--- src/hdl/lif_ram.sv ---
// ----------------------------------------------------------------------------
// lif_ram
// Generic single-write, single-read RAM with registered read data.
// ----------------------------------------------------------------------------
module lif_ram #(
    parameter int WIDTH = 8,
    parameter int DEPTH = 16
) (
    input  logic                     i_clk,
    input  logic                     i_we,
    input  logic [$clog2(DEPTH)-1:0] i_waddr,
    input  logic [WIDTH-1:0]         i_wdata,
    input  logic                     i_re,
    input  logic [$clog2(DEPTH)-1:0] i_raddr,
    output logic [WIDTH-1:0]         o_rdata
);

    logic [WIDTH-1:0] r_mem [DEPTH];
    logic [WIDTH-1:0] r_rdata;

    always_ff @(posedge i_clk) begin
        if (i_we) begin
            r_mem[i_waddr] <= i_wdata;
        end
        if (i_re) begin
            r_rdata <= r_mem[i_raddr];
        end
    end

    assign o_rdata = r_rdata;

endmodule

--- config.mk ---
export PLATFORM = sky130hd
export DESIGN_NAME = lif_ram
export DESIGN_NICKNAME = d
export VERILOG_FILES = /design/src/hdl/lif_ram.sv
export SDC_FILE = /design/constraint.sdc
export NUM_CORES = 1
export LEC_CHECK = 0
export BUFFER_PORTS_ARGS = -buffer_cell sky130_fd_sc_hd__clkbuf_2
export CAP_MARGIN = 20
export CELL_PAD_IN_SITES_DETAIL_PLACEMENT = 1
export CELL_PAD_IN_SITES_GLOBAL_PLACEMENT = 2
export CORE_MARGIN = 2
export CORE_UTILIZATION = 40
export CTS_CLUSTER_DIAMETER = 40
export DETAILED_ROUTE_END_ITERATION = 8
export PLACE_DENSITY_LB_ADDON = 0.1
export SYNTH_ARGS = -nofsm -noshare
export SYNTH_HDL_FRONTEND = slang
export SYNTH_SLANG_ARGS = --single-unit
--- constraint.sdc ---
create_clock -name i_clk -period 1.8 [get_ports i_clk]
set_clock_uncertainty 0.05 [all_clocks]
set_input_delay 0.36 -clock i_clk [delete_from_list [all_inputs] [get_ports i_clk]]
set_output_delay 0.36 -clock i_clk [all_outputs]
set_load 0.03 [all_outputs]
; ---- Yosys cells after proc, flatten, opt, wreduce, memory -nomap -nowiden
; Memory sizes are Yosys's and may differ from the RTL's. A register that Yosys moved wholly into a read port is not among the register bits.
; Cells that the tools add are included.
[totals]
word_cells = 3
output_inout_bits = 8
inputBits = 19
ram_bits = 128
mem_count = 1
reg_bits = 0
[mem_list]
columns = memory, depth, width, read_ports, rd_clocked_by_memory_dff, write_ports, line_no
row1 = r_mem, 16, 8, 1, 1, 1, 18  ; logic [WIDTH-1:0] r_mem [DEPTH];
[classes]
n_mux = 2
[ops]
columns = cell, n
row1 = $mux W1, 2

; ---- Depth between registers and ports, before layout
[logic_depth]
word_depth = 2
mapped_depth = 5
mapped_depth_nobuf = 3

; ---- Worst setup path after synthesis
; Ideal clock, no wire load.
[synth_timing]
path_kind = input port to flip-flop
startpoint = input i_waddr[2]
endpoint = memory r_mem[0][0], enable pin
t_arrival_ns = 1.470
setup_time_ns = 0.383
cell_stages = 2
t_required_ns = 1.367
slack_ns = -0.103
path_cell_list = or3b_2 nor3_1
[synth_rtl]
columns = item, line_no
row1 = from (decl), 11  ; input logic [$clog2(DEPTH)-1:0] i_waddr,
row2 = to (decl), 18
; Straight into the memory's write port.

==> qor.yml <==
sta:
  slew_headroom_pct: 41.4
  min_period_ns: 1.66
  timing.final.crit_share_pct: 92.3
  setup-tns-final_ns: 0
  hold_viol_final: 0
  rsz0062_at_grt: "false"
  tightest_slew_ns: 0.878
  slew_violations: 0
  max_freq_mhz: 602
  setup_violations: 0
setup_path:
  reg2reg_slack_ns: 0.22
  crit_chain: "clkbuf_2 > buf_12 > buf_4 > mux4_1 > a22oi_1 > nand2_1"
  worstSetupPathDepth: 6
  regToRegEndpoint: "o_rdata[4]$_DFFE_PP_"
  crit_slowest_cell: "mux4_1"
  critical_path_arrival_ns: 1.78
  cp_slowest_stage_delay_ns: 0.54
  path_class: "input port to flop"
  crit_fanout: 24
  worstSetupEndpoint: "o_rdata[1]$_DFFE_PP_"
  critPathTopFamily: "multiplexers"
  rr_startpoint: "r_mem[3][4]$_DFFE_PP_"
  cp-start-kind: "input port"
  worst-path-buf-inv: 3
  worstRegToRegCells: 3
  required_ns: 1.91
  crit_path_start: "i_raddr[0]"
  end_kind: "flop"
placed_design:
  place_hpwl_mm: 6.80
  gp_congestion: 0.673
  port-buffer-count: 26
yosys:
  yosysSeqAreaShare_pct: 78.1
  yosysUniqueCellTypes: 18
  yosysTopAreaCell: "edfxtp_1"
  syn-num-nets: 248
  syn-cell-area_sq_um: 5230
  synth_top_area_share_pct: 78.1
  synthTopCellsByArea: "edfxtp_1, mux4_2, mux4_1, a22oi_1, nor2_1"
  synth.avg_cell_area_sq_um: 22.8
  synthCells: 229
  ys_ff_latch: 136
  ys.warnings.count: 0
run_status:
  status: "finished clean"
cts:
  h-tree-depth: 4
  cts.reportedPaths.clkPinSlew_ns: 0.05
  cts_resized: 0
  clk-insertion-delay-late_ns: 0.42
  hold_buffers: 0
  cts-buffers-inserted: 17
  clock-root-buffer: "clkbuf_16"
  cts_buffer_depth: 2
  cts_num_sinks: 136
  cts_setup_buffers: 0
  cts_tree: "built"
floorplanning:
  num_io_pins: 27
  die_h_um: 118
  start_util_pct: 41.3
  fp.dieW_um: 118
  core_sq_um: 12700
  rows: 41
  die_area_sq_um: 14000
grt:
  antenna_found_initial: 0
  grt_pass1_wl_mm: 16.8
  grt_start_max_net_pins: 25
  grt-ovfl-total: 0
  grtUsageTotal_pct: 17.4
  grt_pass1_vias: 2642
final_layout:
  antenna_cells: 0
  final_nets: 309
  area_growth_pct: 20.6
  drive_gt1_share_pct: 32.0
route:
  first_pass_iters: 4
  drtAntennaViolNets: 0
  vias_per_cell: 5.23
  wirelength_mm: 11.0
  drc_errors: 0
  wl_per_cell_um: 23.2
  vias: 2485
  drt_iter0_markers: 211
power_and_ir_drop:
  leakagePower_uw: 0.00215
  p_int_uw: 6000
  p_per_area_nw_per_um2: 1180
  ir_drop_uv: 637
  switchingPower_uw: 1460
  switching_share_pct: 19.5
  combPwrFrac_pct: 5.0
  total_power_uw: 7450
  clockPowerShare_pct: 46.9
  seqPwrFrac_pct: 48.2
worst_hold_path:
  hp-class: "input port to flop"
  min_from: "i_wdata[0]"
run:
  drv_cap: 0
-- state kept, by name, indices dropped and copies added (netlist names) --
register	count
o_rdata	8
r_mem	128
-- worst reg2reg max path, cell delays in order (launching register included) --
cell,delay (ns)
edfxtp_1,0.36
mux4_2,0.48
a22oi_1,0.34
nand2_1,0.10
-- per-layer routing --
| layer | vias to the layer above | wire [um] | global-route usage [%] |
|---|---|---|---|
| li1 | 1100 | - | - |
| met1 | 1292 | 4650 | 23.3 |
| met2 | 75 | 5370 | 26.6 |
| met3 | 18 | 752 | 4.49 |
| met4 | 0 | 242 | 8.36 |
| met5 | - | 0 | 0 |
-- layout make-up --
cell class | instances | area [sq um]
Tap cell | 172 | 215
Fill cell | 1155 | 6370
Multi-Input combinational cell | 83 | 1060
Clock buffer | 19 | 433
Sequential cell | 136 | 4080
Clock inverter | 13 | 159
Timing Repair Buffer | 52 | 350
-- cell usage in the layout (no fill, tap or decap) --
cell type,count
edfxtp_1,136
clkbuf_2,26
buf_4,24
mux4_2,18
clkbuf_16,17
a22oi_1,16
mux4_1,14
nor2_1,13
nand2_1,9
clkinv_1,5
clkinv_2,4
bufinv_16,4
nor3_1,3
nand3b_1,2
nand2b_1,2
clkbuf_1,2
buf_12,2
nor2b_1,1
and2_1,1
and2b_1,1
nand3_1,1
or3b_2,1
nor3_2,1
-- cell usage after synthesis --
cell               n
a22oi_1           16
and2_1             1
and2b_1            1
buf_2              3
buf_4              1
buf_6              3
clkdlybuf4s25_2    3
edfxtp_1         136
mux4_1            14
mux4_2            18
nand2_1            9
nand2b_1           2
nand3_1            1
nand3b_1           2
nor2_1            13
nor2b_1            1
nor3_1             4
or3b_2             1
-- worst min-delay path by stage --
| stage | cells past startpoint | end | slack [ns] |
|---|---|---|---|
| 5_1_grt | 1 | r_mem[9][0]$_DFFE_PP_ | 0.34 |
| 2_1_floorplan | 0 | r_mem[0][0]$_DFFE_PP_ | 0.41 |
| 4_1_cts | 1 | r_mem[6][0]$_DFFE_PP_ | 0.31 |
| 3_3_place_gp | 3 | o_rdata[3]$_DFFE_PP_ | 0.68 |
| 3_5_place_dp | 3 | o_rdata[3]$_DFFE_PP_ | 0.69 |
| 6_report | 1 | r_mem[6][0]$_DFFE_PP_ | 0.32 |
-- logic make-up (layout without fill, tap and decap cells) --
| logic type | Yosys count | count (layout) | share of synthesized area (%) |
|---|---|---|---|
| flip-flops | 136 | 136 | 78.1 |
| AND/OR/NAND/NOR | 35 | 35 | 3.14 |
| multiplexers | 32 | 32 | 14.8 |
| AO/OA/AOI/OAI | 16 | 16 | 2.30 |
| buffers and inverters | 10 | 84 | 1.65 |
-- power groups by stage --
| stage | clock network (uW) | logic, uW | registers (uW) |
|---|---|---|---|
| finish | 3490 | 369 | 3590 |
| global route | 3680 | 402 | 3590 |
| CTS | 3560 | 380 | 3590 |
| detailed placement | 0 | 378 | 3650 |
| global placement | 0 | 373 | 3650 |
| floorplan | 0 | 180 | 3680 |
-- per-stage QoR --
stage          setup slack (ns)  hold WS [ns]  instances  instance area, sq um  utilization [%]
5_1_grt                  0.0978         0.336        475                  6300             49.7
6_report                  0.138         0.317        475                  6300             49.7
3_5_place_dp             -0.311         0.691        443                  5710             45.1
3_3_place_gp             -0.303         0.680        443                  5710             45.1
4_1_cts                   0.136         0.312        475                  6300             49.7
2_1_floorplan             0.108         0.409        229                  5230                -
Note: power is estimated with default switching activity, not from simulation.
